File: src/hdl/mining_nonce_verifier_macros.svh
// Assertion macros shared by the verifier modules.
`ifndef MINING_NONCE_VERIFIER_MACROS_SVH
`define MINING_NONCE_VERIFIER_MACROS_SVH

// Implication checked at every clock edge outside reset.
`define MNV_ASSERT_IMP(label, clk, rst, cond, prop, msg) \
  label: assert property (@(posedge clk) disable iff (rst) (cond) |-> (prop)) \
    else $error(msg);

// Implication checked in the cycle after the condition.
`define MNV_ASSERT_NEXT(label, clk, rst, cond, prop, msg) \
  label: assert property (@(posedge clk) disable iff (rst) (cond) |=> (prop)) \
    else $error(msg);

`endif

File: src/hdl/mnv_pkg.sv
package mnv_pkg;

  typedef struct packed {
    logic [31:0] raw_nonce;
    logic        batch_start;
  } in_req_t;

  typedef struct packed {
    logic        nonce_valid;
    logic [31:0] nonce_value;
    logic [2:0]  offset_choice;
  } out_req_t;

  // Request handed from the front part to the hash engine.
  typedef struct packed {
    logic [31:0] decoded;
  } job_t;

  typedef enum logic [2:0] {
    FR_IDLE,
    FR_READ,
    FR_CMP,
    FR_PUSH
  } front_state_t;

  typedef enum logic [2:0] {
    BK_IDLE,
    BK_LOAD1,
    BK_ROUND,
    BK_FIN,
    BK_DONE,
    BK_OUT
  } back_state_t;

  localparam logic [3:0] REG_MID01 = 4'd0;
  localparam logic [3:0] REG_MID23 = 4'd1;
  localparam logic [3:0] REG_MID45 = 4'd2;
  localparam logic [3:0] REG_MID67 = 4'd3;
  localparam logic [3:0] REG_MERKLE = 4'd4;
  localparam logic [3:0] REG_TIME = 4'd5;
  localparam logic [3:0] REG_BITS = 4'd6;

  localparam logic [31:0] DECODE_BIAS = 32'h0080_0004;
  localparam int NUM_TRIALS = 6;

  localparam logic [31:0] K_ROUND [64] = '{
    32'h428a2f98, 32'h71374491, 32'hb5c0fbcf, 32'he9b5dba5,
    32'h3956c25b, 32'h59f111f1, 32'h923f82a4, 32'hab1c5ed5,
    32'hd807aa98, 32'h12835b01, 32'h243185be, 32'h550c7dc3,
    32'h72be5d74, 32'h80deb1fe, 32'h9bdc06a7, 32'hc19bf174,
    32'he49b69c1, 32'hefbe4786, 32'h0fc19dc6, 32'h240ca1cc,
    32'h2de92c6f, 32'h4a7484aa, 32'h5cb0a9dc, 32'h76f988da,
    32'h983e5152, 32'ha831c66d, 32'hb00327c8, 32'hbf597fc7,
    32'hc6e00bf3, 32'hd5a79147, 32'h06ca6351, 32'h14292967,
    32'h27b70a85, 32'h2e1b2138, 32'h4d2c6dfc, 32'h53380d13,
    32'h650a7354, 32'h766a0abb, 32'h81c2c92e, 32'h92722c85,
    32'ha2bfe8a1, 32'ha81a664b, 32'hc24b8b70, 32'hc76c51a3,
    32'hd192e819, 32'hd6990624, 32'hf40e3585, 32'h106aa070,
    32'h19a4c116, 32'h1e376c08, 32'h2748774c, 32'h34b0bcb5,
    32'h391c0cb3, 32'h4ed8aa4a, 32'h5b9cca4f, 32'h682e6ff3,
    32'h748f82ee, 32'h78a5636f, 32'h84c87814, 32'h8cc70208,
    32'h90befffa, 32'ha4506ceb, 32'hbef9a3f7, 32'hc67178f2
  };

  localparam logic [255:0] IV_STD = {
    32'h6a09e667, 32'hbb67ae85, 32'h3c6ef372, 32'ha54ff53a,
    32'h510e527f, 32'h9b05688c, 32'h1f83d9ab, 32'h5be0cd19
  };

  localparam logic [31:0] TRIAL_OFFSET [NUM_TRIALS] = '{
    32'h0000_0000, 32'hFFC0_0000, 32'hFF80_0000,
    32'h0280_0000, 32'h02C0_0000, 32'h0040_0000
  };

  function automatic logic [31:0] decode_nonce(input logic [31:0] raw);
    logic [23:0] v;
    logic [31:0] o;
    for (int b = 0; b < 3; b++) begin
      for (int i = 0; i < 8; i++) begin
        v[b*8+i] = raw[8+b*8+7-i];
      end
    end
    o = {raw[7:0], v[0], v[1], v[23:2]};
    return o - DECODE_BIAS;
  endfunction

endpackage

File: src/hdl/mnv_queue.sv
`include "mining_nonce_verifier_macros.svh"

module mnv_queue (
  input  logic          clk,
  input  logic          rst,
  input  logic          push,
  input  mnv_pkg::job_t push_data,
  output logic          full,
  output logic          pop_valid,
  input  logic          pop,
  output mnv_pkg::job_t pop_data
);

  mnv_pkg::job_t slots [2];
  logic wptr, rptr;
  logic [1:0] fill;

  assign full = fill == 2'd2;
  assign pop_valid = fill != 2'd0;
  assign pop_data = slots[rptr];

  always_ff @(posedge clk) begin
    if (rst) begin
      wptr <= 1'b0;
      rptr <= 1'b0;
      fill <= '0;
    end else begin
      if (push && !full) wptr <= ~wptr;
      if (pop && pop_valid) rptr <= ~rptr;
      fill <= fill + 2'(push && !full) - 2'(pop && pop_valid);
    end
    if (push && !full) slots[wptr] <= push_data;
  end

  `MNV_ASSERT_IMP(a_fill_bound, clk, rst, 1'b1, fill <= 2'd2, "queue fill out of range")
  `MNV_ASSERT_NEXT(a_fill_empty, clk, rst, fill == 2'd0 && !push, fill == 2'd0,
                   "queue fill moved without push")
  `MNV_ASSERT_IMP(a_ptr_track, clk, rst, fill == 2'd0 || fill == 2'd2, wptr == rptr,
                  "queue pointers disagree with fill")

endmodule

File: config.mk
export PLATFORM = sky130hd
export DESIGN_NAME = mnv_queue
export DESIGN_NICKNAME = d
export VERILOG_FILES = /design/src/hdl/mnv_pkg.sv /design/src/hdl/mnv_queue.sv
export VERILOG_INCLUDE_DIRS = /design/src /design/src/hdl
export SDC_FILE = /design/constraint.sdc
export NUM_CORES = 1
export LEC_CHECK = 0
export ABC_CLOCK_PERIOD_IN_PS = 5600
export BUFFER_PORTS_ARGS = -buffer_cell sky130_fd_sc_hd__buf_2
export CAP_MARGIN = 30
export CORE_UTILIZATION = 55
export DETAILED_ROUTE_END_ITERATION = 10
export HOLD_SLACK_MARGIN = 0.08
export PLACE_DENSITY = 0.83
export SLEW_MARGIN = 5
export SYNTH_ARGS = -nofsm -noshare
export SYNTH_HDL_FRONTEND = slang
export SYNTH_SLANG_ARGS = --single-unit
File: constraint.sdc
create_clock -name clk -period 5.6 [get_ports clk]
set_input_delay 0.56 -clock clk [delete_from_list [all_inputs] [get_ports clk]]
set_output_delay 0.56 -clock clk [all_outputs]
set_load 0.02 [all_outputs]
==> flow_metrics.tcl <==
set metrics [dict create \
    status "completed" \
    path_class "flop to output port" \
    critical_path.startpoint_type "flop" \
    setup_total_negative_slack_ns 0 \
    synthesis.yosys.warnings 0 \
    finalCriticalPeriod_ns 2.43 \
    power.density_nw_per_um2 469 \
    final_design_area_no_fill_sq_um 3170 \
    max_h_tree_level 3 \
    f_max_mhz 411 \
    n_antenna_cell 0 \
    syn_area_sq_um 2540 \
    grt_antenna_before_repair 0 \
    worst_setup_path_end_kind "output port" \
    tritoncts "built" \
    maxCapViolations 0 \
    clkLatencyLatePin_ns 0.33 \
    r2r_cells 5 \
    worstMarginPinSlew_ns 0.776 \
    design.final.nets 242 \
    detailed_place.area_sq_um 2960 \
    dp_hpwl_mm 3.00 \
    signal_arrival_time_at_the_worst_endpoint_ns 1.87 \
    worst_ep_required_time_ns 5.04 \
    die_y_um 70.0 \
    hold_path_end "slots[0][21]" \
    synth.distinct_cells 21 \
    ant_nets 0 \
    worstReg2RegStart "fill[0]" \
    nFillCells 274 \
    detailroute.via_count 1361 \
    proportion_of_layout_cells_with_a_drive_suffix_above_1_pct 56.5 \
    mostFrequentLayoutCell "buf_2" \
    vias_per_cell 5.21 \
    seq_area_frac_synth_pct 79.5 \
    worst_hold_path_type "input port to flop" \
    start_util_pct 57.6 \
    setup_repair_after_global_routing_missed_its_margin "no" \
    areaGrowthSynthToFinish_pct 24.5 \
    syn-num-nets 164 \
    detail_route.first_pass.iterations 4 \
    gr-usage-all-layers_pct 19.9 \
    multi_input_area_sq_um 479 \
    p_leak_uw 0.00124 \
    clockRootBuffer "clkbuf_8" \
    largest_net_degree_at_the_start_of_global_routing 33 \
    post-route-drc-count 0 \
    most-common-layout-cells "buf_2, edfxtp_1, mux2_2" \
    whs_path_depth 1 \
    hold_violations 0 \
    final_min_period_over_clock_period_pct 43.4 \
    post-route-util_pct 71.7 \
    clock_skew_ns 0.00845 \
    number_of_port_buffers 69 \
    post_cts_buffers 0 \
    irDropWorstVdd_v 0.000335 \
    cts.path.max_buffers 2 \
    min-delay-start "push_data[21]" \
    cts_hold_buffers 0 \
    max_transition_viols_final 0 \
    placeableCoreArea_sq_um 4410 \
    final-setup-viol-count 0 \
    postCtsResizedCells 0 \
    drt-wirelength-per-cell_um 17.4 \
    die_w_um 70.0 \
    detailed_route_wire_length_mm 4.55 \
    reg2reg_slack_ns 3.57 \
    final_weighted_congestion_in_routability_driven_placement 0.667 \
    first_iter_violations 105 \
    worst_slew_slack_as_a_fraction_of_its_limit_pct 48.3 \
    ioPinCount 70 \
    seq_area_sq_um 2020 \
    grt_first_pass_wirelength_mm 7.04 \
    clkTransAtPathRegs_ns 0.07 \
    cts.sinks 69 \
    cp_max_fanout 22 \
    num_rows 24 \
    mapped_cells 126 \
    timing.rr.end "slots[0][7]" \
    cts_made_buffers 9 \
    yosys_register_bits 69 \
    synth.avg_cell_area_sq_um 20.2 \
    die_area_sq_um 4900 \
    grt_remaining_overflow 0 \
    vias_in_the_first_global_route 1494 \
]
per-layer routing:
| layer | global-route usage (%) | vias to the layer above | share of wire, % |
|---|---|---|---|
| met5 | 0 | - | 0 |
| met4 | 8.67 | 0 | 1.7 |
| li1 | - | 640 | - |
| met1 | 22.8 | 655 | 41 |
| met3 | 8.08 | 9 | 6.5 |
| met2 | 32.9 | 57 | 51 |
cells by family (layout without fill, tap and decap cells):
family,after synthesis,in the layout,share of synthesized area (%)
flops,69,69,79.5
fa+ha+maj,2,2,0.984
buf+inv,8,91,1.67
simple gates,9,9,1.97
xor+xnor,3,3,1.03
compound gates,3,3,0.688
mux,32,32,14.2
cell type report:
type                       instances  share of cell area (%)
tap                               52                    2.05
timing repair buffer              71                    12.0
clock inverter                     6                    2.45
clock buffer                      10                    4.03
inverter                           4                   0.474
multi-input combinational         49                    15.1
sequential                        69                    63.8
cells in the mapped netlist:
library cell / count / area (sq um)
clkbuf_2: 1 / 5.00
ha_1: 2 / 25.0
nor2_1: 3 / 11.3
inv_1: 3 / 11.3
nand2b_2: 1 / 8.76
and3_2: 1 / 7.51
mux2_1: 2 / 22.5
o21a_1: 1 / 7.51
nor2b_1: 1 / 6.26
inv_2: 1 / 3.75
or2_2: 1 / 6.26
xnor2_1: 2 / 17.5
or3_1: 1 / 6.26
o21ai_0: 1 / 5.00
a21oi_1: 1 / 5.00
edfxtp_1: 64 / 1920
nand2_1: 1 / 3.75
buf_4: 3 / 22.5
xor2_1: 1 / 8.76
dfxtp_1: 5 / 100
mux2_2: 30 / 338
how the worst max path moves through the flow:
stage	from	end	slack (ns)	cells after the start
2_1_floorplan	push	slots[0][0]	3.62	3
3_3_place_gp	push	slots[0][24]	3.28	4
3_5_place_dp	push	slots[0][27]	3.38	5
4_1_cts	flop	pop_data[30]	3.14	3
5_1_grt	flop	pop_data[0]	3.06	3
6_report	flop	pop_data[30]	3.17	3
worst max-delay path, stage by stage (launching register included):
cell and delay (ns):
dfxtp_1 0.61, buf_4 0.38, mux2_2 0.38, buf_2 0.16
where the power goes:
group	internal, uW	switching, uW
logic	166	225
clock network	246	173
registers	642	31.6
flip-flops by register name (all words and copies together), names as in the netlist, named ones only:
signal / cells
wptr: 1
fill: 2
rptr: 1
slots: 64
stage by stage:
step / hold WS [ns] / setup slack (ns) / power, uW / instances
after floorplan: 0.451 / 3.62 / 949 / 126
after global placement: 0.470 / 3.28 / 1040 / 244
after detailed placement: 0.528 / 3.38 / 1080 / 245
after CTS: 0.395 / 3.14 / 1500 / 261
after global routing: 0.394 / 3.06 / 1550 / 261
final: 0.415 / 3.17 / 1480 / 261
No activity file was read; power rests on OpenSTA's default activity.
