--- config.mk ---
export PLATFORM = sky130hd
export DESIGN_NAME = mnv_hash
export DESIGN_NICKNAME = d
export VERILOG_FILES = /design/src/hdl/mnv_pkg.sv /design/src/hdl/mnv_hash.sv
export VERILOG_INCLUDE_DIRS = /design/src /design/src/hdl
export SDC_FILE = /design/constraint.sdc
export NUM_CORES = 2
export LEC_CHECK = 0
export ABC_AREA = 1
export BUFFER_PORTS_ARGS = -buffer_cell sky130_fd_sc_hd__buf_2
export CORE_MARGIN = 2
export CORE_UTILIZATION = 55
export DETAILED_ROUTE_END_ITERATION = 16
export HOLD_SLACK_MARGIN = 0.05
export PLACE_DENSITY = 0.73
export SLEW_MARGIN = 10
export SYNTH_ARGS = -nofsm -noshare
export SYNTH_HDL_FRONTEND = slang
export SYNTH_SLANG_ARGS = --single-unit
--- constraint.sdc ---
create_clock -name clk -period 14.6 [get_ports clk]
set_input_delay 2.92 -clock clk [delete_from_list [all_inputs] [get_ports clk]]
set_output_delay 2.92 -clock clk [all_outputs]
set_load 0.05 [all_outputs]
--- src/hdl/mining_nonce_verifier_macros.svh ---
// Assertion macros shared by the verifier modules.
`ifndef MINING_NONCE_VERIFIER_MACROS_SVH
`define MINING_NONCE_VERIFIER_MACROS_SVH

// Implication checked at every clock edge outside reset.
`define MNV_ASSERT_IMP(label, clk, rst, cond, prop, msg) \
  label: assert property (@(posedge clk) disable iff (rst) (cond) |-> (prop)) \
    else $error(msg);

// Implication checked in the cycle after the condition.
`define MNV_ASSERT_NEXT(label, clk, rst, cond, prop, msg) \
  label: assert property (@(posedge clk) disable iff (rst) (cond) |=> (prop)) \
    else $error(msg);

`endif

--- src/hdl/mnv_pkg.sv ---
package mnv_pkg;

  typedef struct packed {
    logic [31:0] raw_nonce;
    logic        batch_start;
  } in_req_t;

  typedef struct packed {
    logic        nonce_valid;
    logic [31:0] nonce_value;
    logic [2:0]  offset_choice;
  } out_req_t;

  // Request handed from the front part to the hash engine.
  typedef struct packed {
    logic [31:0] decoded;
  } job_t;

  typedef enum logic [2:0] {
    FR_IDLE,
    FR_READ,
    FR_CMP,
    FR_PUSH
  } front_state_t;

  typedef enum logic [2:0] {
    BK_IDLE,
    BK_LOAD1,
    BK_ROUND,
    BK_FIN,
    BK_DONE,
    BK_OUT
  } back_state_t;

  localparam logic [3:0] REG_MID01 = 4'd0;
  localparam logic [3:0] REG_MID23 = 4'd1;
  localparam logic [3:0] REG_MID45 = 4'd2;
  localparam logic [3:0] REG_MID67 = 4'd3;
  localparam logic [3:0] REG_MERKLE = 4'd4;
  localparam logic [3:0] REG_TIME = 4'd5;
  localparam logic [3:0] REG_BITS = 4'd6;

  localparam logic [31:0] DECODE_BIAS = 32'h0080_0004;
  localparam int NUM_TRIALS = 6;

  localparam logic [31:0] K_ROUND [64] = '{
    32'h428a2f98, 32'h71374491, 32'hb5c0fbcf, 32'he9b5dba5,
    32'h3956c25b, 32'h59f111f1, 32'h923f82a4, 32'hab1c5ed5,
    32'hd807aa98, 32'h12835b01, 32'h243185be, 32'h550c7dc3,
    32'h72be5d74, 32'h80deb1fe, 32'h9bdc06a7, 32'hc19bf174,
    32'he49b69c1, 32'hefbe4786, 32'h0fc19dc6, 32'h240ca1cc,
    32'h2de92c6f, 32'h4a7484aa, 32'h5cb0a9dc, 32'h76f988da,
    32'h983e5152, 32'ha831c66d, 32'hb00327c8, 32'hbf597fc7,
    32'hc6e00bf3, 32'hd5a79147, 32'h06ca6351, 32'h14292967,
    32'h27b70a85, 32'h2e1b2138, 32'h4d2c6dfc, 32'h53380d13,
    32'h650a7354, 32'h766a0abb, 32'h81c2c92e, 32'h92722c85,
    32'ha2bfe8a1, 32'ha81a664b, 32'hc24b8b70, 32'hc76c51a3,
    32'hd192e819, 32'hd6990624, 32'hf40e3585, 32'h106aa070,
    32'h19a4c116, 32'h1e376c08, 32'h2748774c, 32'h34b0bcb5,
    32'h391c0cb3, 32'h4ed8aa4a, 32'h5b9cca4f, 32'h682e6ff3,
    32'h748f82ee, 32'h78a5636f, 32'h84c87814, 32'h8cc70208,
    32'h90befffa, 32'ha4506ceb, 32'hbef9a3f7, 32'hc67178f2
  };

  localparam logic [255:0] IV_STD = {
    32'h6a09e667, 32'hbb67ae85, 32'h3c6ef372, 32'ha54ff53a,
    32'h510e527f, 32'h9b05688c, 32'h1f83d9ab, 32'h5be0cd19
  };

  localparam logic [31:0] TRIAL_OFFSET [NUM_TRIALS] = '{
    32'h0000_0000, 32'hFFC0_0000, 32'hFF80_0000,
    32'h0280_0000, 32'h02C0_0000, 32'h0040_0000
  };

  function automatic logic [31:0] decode_nonce(input logic [31:0] raw);
    logic [23:0] v;
    logic [31:0] o;
    for (int b = 0; b < 3; b++) begin
      for (int i = 0; i < 8; i++) begin
        v[b*8+i] = raw[8+b*8+7-i];
      end
    end
    o = {raw[7:0], v[0], v[1], v[23:2]};
    return o - DECODE_BIAS;
  endfunction

endpackage

--- src/hdl/mnv_hash.sv ---
`include "mining_nonce_verifier_macros.svh"

module mnv_hash (
  input  logic               clk,
  input  logic               rst,
  input  logic               job_valid,
  output logic               job_pop,
  input  mnv_pkg::job_t      job,
  input  logic [255:0]       midstate,
  input  logic [95:0]        tail,
  output logic               res_valid,
  input  logic               res_stall,
  output mnv_pkg::out_req_t  res
);

  mnv_pkg::back_state_t state, state_next;
  logic [31:0] w [16];
  logic [31:0] w_load [16];
  logic [31:0] a, b, c, d, e, f, g, h;
  logic [255:0] base;
  logic [5:0] rnd;
  logic pass2;
  logic [2:0] trial;
  logic [31:0] dec, cand;
  logic [31:0] t1, t2, s0, s1, wn;
  logic [255:0] sum;
  logic load1, load2, step, adv;

  function automatic logic [31:0] rotr(input logic [31:0] x, input int n);
    return (x >> n) | (x << (32 - n));
  endfunction

  assign cand = dec + mnv_pkg::TRIAL_OFFSET[trial];
  assign s0 = rotr(w[1], 7) ^ rotr(w[1], 18) ^ (w[1] >> 3);
  assign s1 = rotr(w[14], 17) ^ rotr(w[14], 19) ^ (w[14] >> 10);
  assign wn = w[0] + s0 + w[9] + s1;
  assign t1 = h + (rotr(e, 6) ^ rotr(e, 11) ^ rotr(e, 25)) + ((e & f) ^ (~e & g))
              + mnv_pkg::K_ROUND[rnd] + w[0];
  assign t2 = (rotr(a, 2) ^ rotr(a, 13) ^ rotr(a, 22)) + ((a & b) ^ (a & c) ^ (b & c));
  assign sum = {base[255:224] + a, base[223:192] + b, base[191:160] + c,
                base[159:128] + d, base[127:96] + e, base[95:64] + f,
                base[63:32] + g, base[31:0] + h};

  // Message block for the next compression: the header tail with the candidate,
  // or the first digest, each with its padding.
  always_comb begin
    for (int i = 0; i < 16; i++) w_load[i] = '0;
    if (load1) begin
      w_load[0] = tail[95:64];
      w_load[1] = tail[63:32];
      w_load[2] = tail[31:0];
      w_load[3] = cand;
      w_load[4] = 32'h8000_0000;
      w_load[15] = 32'd640;
    end else begin
      for (int i = 0; i < 8; i++) w_load[i] = sum[255-32*i -: 32];
      w_load[8] = 32'h8000_0000;
      w_load[15] = 32'd256;
    end
  end

  always_ff @(posedge clk) begin
    if (rst) begin
      state <= mnv_pkg::BK_IDLE;
    end else begin
      state <= state_next;
    end
    if (job_pop) begin
      dec <= job.decoded;
      trial <= '0;
    end
    if (adv) trial <= trial + 1'b1;
    if (load1 || load2) begin
      rnd <= '0;
      pass2 <= load2;
      base <= load1 ? midstate : mnv_pkg::IV_STD;
      {a, b, c, d, e, f, g, h} <= load1 ? midstate : mnv_pkg::IV_STD;
      for (int i = 0; i < 16; i++) w[i] <= w_load[i];
    end else if (step) begin
      rnd <= rnd + 1'b1;
      for (int i = 0; i < 15; i++) w[i] <= w[i+1];
      w[15] <= wn;
      h <= g; g <= f; f <= e; e <= d + t1;
      d <= c; c <= b; b <= a; a <= t1 + t2;
    end
  end

  always_comb begin
    state_next = state;
    job_pop = 1'b0;
    load1 = 1'b0;
    load2 = 1'b0;
    step = 1'b0;
    adv = 1'b0;
    res_valid = 1'b0;
    res.nonce_valid = 1'b0;
    res.nonce_value = dec;
    res.offset_choice = '0;
    unique case (state)
      mnv_pkg::BK_IDLE: begin
        if (job_valid) begin
          job_pop = 1'b1;
          state_next = mnv_pkg::BK_LOAD1;
        end
      end
      mnv_pkg::BK_LOAD1: begin
        load1 = 1'b1;
        state_next = mnv_pkg::BK_ROUND;
      end
      mnv_pkg::BK_ROUND: begin
        step = 1'b1;
        if (rnd == 6'd63) state_next = mnv_pkg::BK_FIN;
      end
      mnv_pkg::BK_FIN: begin
        if (!pass2) begin
          load2 = 1'b1;
          state_next = mnv_pkg::BK_ROUND;
        end else if (sum[31:0] == '0) begin
          state_next = mnv_pkg::BK_DONE;
        end else if (trial == 3'(mnv_pkg::NUM_TRIALS - 1)) begin
          state_next = mnv_pkg::BK_OUT;
        end else begin
          adv = 1'b1;
          state_next = mnv_pkg::BK_LOAD1;
        end
      end
      mnv_pkg::BK_DONE: begin
        res_valid = 1'b1;
        res.nonce_valid = 1'b1;
        res.nonce_value = cand;
        res.offset_choice = trial;
        if (!res_stall) state_next = mnv_pkg::BK_IDLE;
      end
      mnv_pkg::BK_OUT: begin
        res_valid = 1'b1;
        if (!res_stall) state_next = mnv_pkg::BK_IDLE;
      end
      default: state_next = mnv_pkg::BK_IDLE;
    endcase
  end

  `MNV_ASSERT_IMP(a_trial_bound, clk, rst, state != mnv_pkg::BK_IDLE,
                  trial < 3'(mnv_pkg::NUM_TRIALS), "trial index out of range")
  `MNV_ASSERT_NEXT(a_res_hold, clk, rst, res_valid && res_stall, res_valid && $stable(res),
                   "stalled result changed")
  `MNV_ASSERT_IMP(a_choice_ok, clk, rst, res_valid && !res.nonce_valid,
                  res.offset_choice == 3'd0, "error result with offset")

endmodule

==> flow_summary_export.csv <==
group,metric,value,unit
status,status,"finished clean",
timing,drv_slew,0,
floorplan,die-area,137000,um2
synthesis,avgSynthCellArea,8.51,um2
timing,setup-tns-final,0,ps
synthesis,ys_ff_latch,1069,
floorplan,pin_count,426,
cts,numCtsBuffers,112,
floorplan,core-area,133000,um2
finish,num-fill-cells,11400,
worst_setup_path,cp_max_fo,14,
synthesis,synth_area_leaders,"edfxtp_1 43%, inv_1 7.7%, nand2_1 7.6%",
floorplan,initial_utilization,0.553,
placed_design,dp_slack,5980,ps
global_route,antenna_found_initial,18,
global_route,grtUsageTotal,0.442,
finish,top_regs,"w x512, base x256",
placed_design,dpl-instance-area,77500,um2
synthesis,yosysWarnings,0,
cts,h-tree-depth,3,
worst_hold_path,hp-class,"register to register",
placed_design,dp_hpwl,243000,um
synthesis,synth_flop_cell,"edfxtp_1",
finish,area_delta_synth_final,10.5,%
worst_setup_path,critPathLaunchType,"register",
finish,design_area,81400,um2
finish,drive_gt1_frac,0.0819,
timing,setup_ws,5740,ps
timing,hold_viol,0,
cts,cts.repair.resized,0,
placed_design,gp_congestion,1.09,
route,drt_iter0_markers,10700,
cts,clk_pin_slew,70,ps
route,routedWlPerCell,28.4,um
timing,rsz0062_at_grt,"no",
route,drtPass1Iterations,6,
synthesis,synthesis.nets,9644,
finish,seq_area,32000,um2
timing,worstMarginPinSlew,1260,ps
synthesis,synth_cells,8658,
synthesis,synth_common_cells,"1505 x inv_1, 1501 x nand2_1, 1060 x edfxtp_1",
timing,setup_violations,0,
route,vias_per_cell,6.13,
worst_setup_path,r2r_slack,5740,ps
global_route,grt_pass1_wl,432000,um
floorplan,die_y,370,um
floorplan,die_w,370,um
job,drv_cap,0,
timing,skew,90.8,ps
synthesis,synth_top_area_frac,0.432,
cts,clockBufferDepth,3,
synthesis,syn_area,73700,um2
timing,min_period_over_period,0.607,
global_route,grt_max_degree,204,
worst_setup_path,cpMaxStageDelayCell,"nor2_1",
synthesis,synth_top_area_cell,"edfxtp_1",
route,wirelength,308000,um
global_route,grt_pass1_vias,62300,
cts,clk-insertion-delay-late,790,ps
cts,clock_sinks,1069,
cts,post_cts_buffers,0,
route,ant_nets,0,
synthesis,synth_seq_area_share,0.434,
synthesis,ys_async_sr_fraction,0,
route,post-route-drc-count,0,
synthesis,ys_types,63,
timing,min_period,8860,ps
timing,slew_headroom,0.154,
synthesis,synth_enable_flop_cells,1060,
worst_setup_path,cp.required,15130,ps
timing,hold_ws,523,ps
worst_setup_path,slowest_delay,780,ps
finish,final_nets,9968,
synthesis,post-synth-top-count-cell,"inv_1",
timing,fmax,113,MHz
global_route,overflow,0,
worst_setup_path,arrival,9380,ps
worst_setup_path,crit_top_cell,"nand2_1",
route,num_vias,66500,
cts,tritoncts,"done",
cts,ctsHoldBuffers,0,
worst_setup_path,end_kind,"register",
floorplan,rows,134,
cts,clock-root-buffer,"clkbuf_16",
worst_setup_path,path_class,"register to register",
placed_design,port_buffers,425,
finish,multi_input_area,34900,um2
finish,largest_register,"w",
finish,largest_reg_flops,512,
==> path summary, 6_finish.rpt <==
| kind | startpoint | endpoint | depth (start not counted) |
|---|---|---|---|
| worst min-delay path | w[1][73] | w[1][41] | 2 |
| worst min register to register | w[1][73] | w[1][41] | 2 |
| worst max register to register | rnd[0] | a[29] | 34 |
| worst max-delay path | rnd[0] | a[29] | 34 |
==> layout make-up <==
| cell class | count | share of cell area |
|---|---|---|
| timing repair buffer | 484 | 0.0323 |
| antenna | 4 | 0.000123 |
| sequential | 1069 | 0.393 |
| multi-input combinational | 5802 | 0.429 |
| clock inverter | 79 | 0.0134 |
| clock buffer | 128 | 0.0353 |
| tap | 1768 | 0.0272 |
| inverter | 1513 | 0.0700 |
==> logic make-up after synthesis <==
group | Yosys count | share of synthesized area
simple gates | 2953 | 0.161
fa+ha+maj | 598 | 0.121
compound gates | 1810 | 0.138
flops | 1069 | 0.434
buf+inv | 1787 | 0.0927
xor+xnor | 441 | 0.0524
==> cell usage in the layout, fill, tap and decap left out, types with 18 or more instances in the layout <==
cell and count:
inv_1 1503, nand2_1 1498, edfxtp_1 1060, nor2_1 1014
o21ai_0 676, a21oi_1 639, buf_2 425, ha_1 402
xor2_1 232, nand3_1 221, xnor2_1 209, fa_1 196
clkbuf_16 112, o22ai_1 72, a31oi_1 61, nor3_1 59
nand4_1 57, buf_4 54, o21bai_1 47, o21a_1 46
o21ai_1 45, a21o_1 39, o211ai_1 36, a22o_1 23
or2_2 23, bufinv_16 21, o221ai_1 19, clkinv_1 19
nor4_1 18
==> metrics by stage <==
step / instances / utilization
6_report: 10800 / 0.611
5_1_grt: 10800 / 0.611
4_1_cts: 10800 / 0.611
3_5_place_dp: 10600 / 0.581
3_3_place_gp: 10600 / 0.581
2_1_floorplan: 8658 / -
==> worst max-delay path: cells and delay by family, from the launching register on <==
kind,cells,cell delay (ps)
AOI/OAI and AO/OA,12,2830
xor gates and xnor gates,1,400
adders and majority gates,6,2540
and+or+nand+nor,11,1700
DFF,1,710
buffers and inverters,4,460
==> layer usage <==
metal / global-route usage / share of wire / wire length [um]
met1: 0.593 / 0.38 / 116000
met2: 0.643 / 0.42 / 129000
met3: 0.102 / 0.13 / 38800
met4: 0.289 / 0.080 / 24600
met5: 0 / 0.00018 / 57
Power is left out: the tool's default activity adds up to more than one toggle a clock period on the data nets, which glitch-free logic cannot reach.
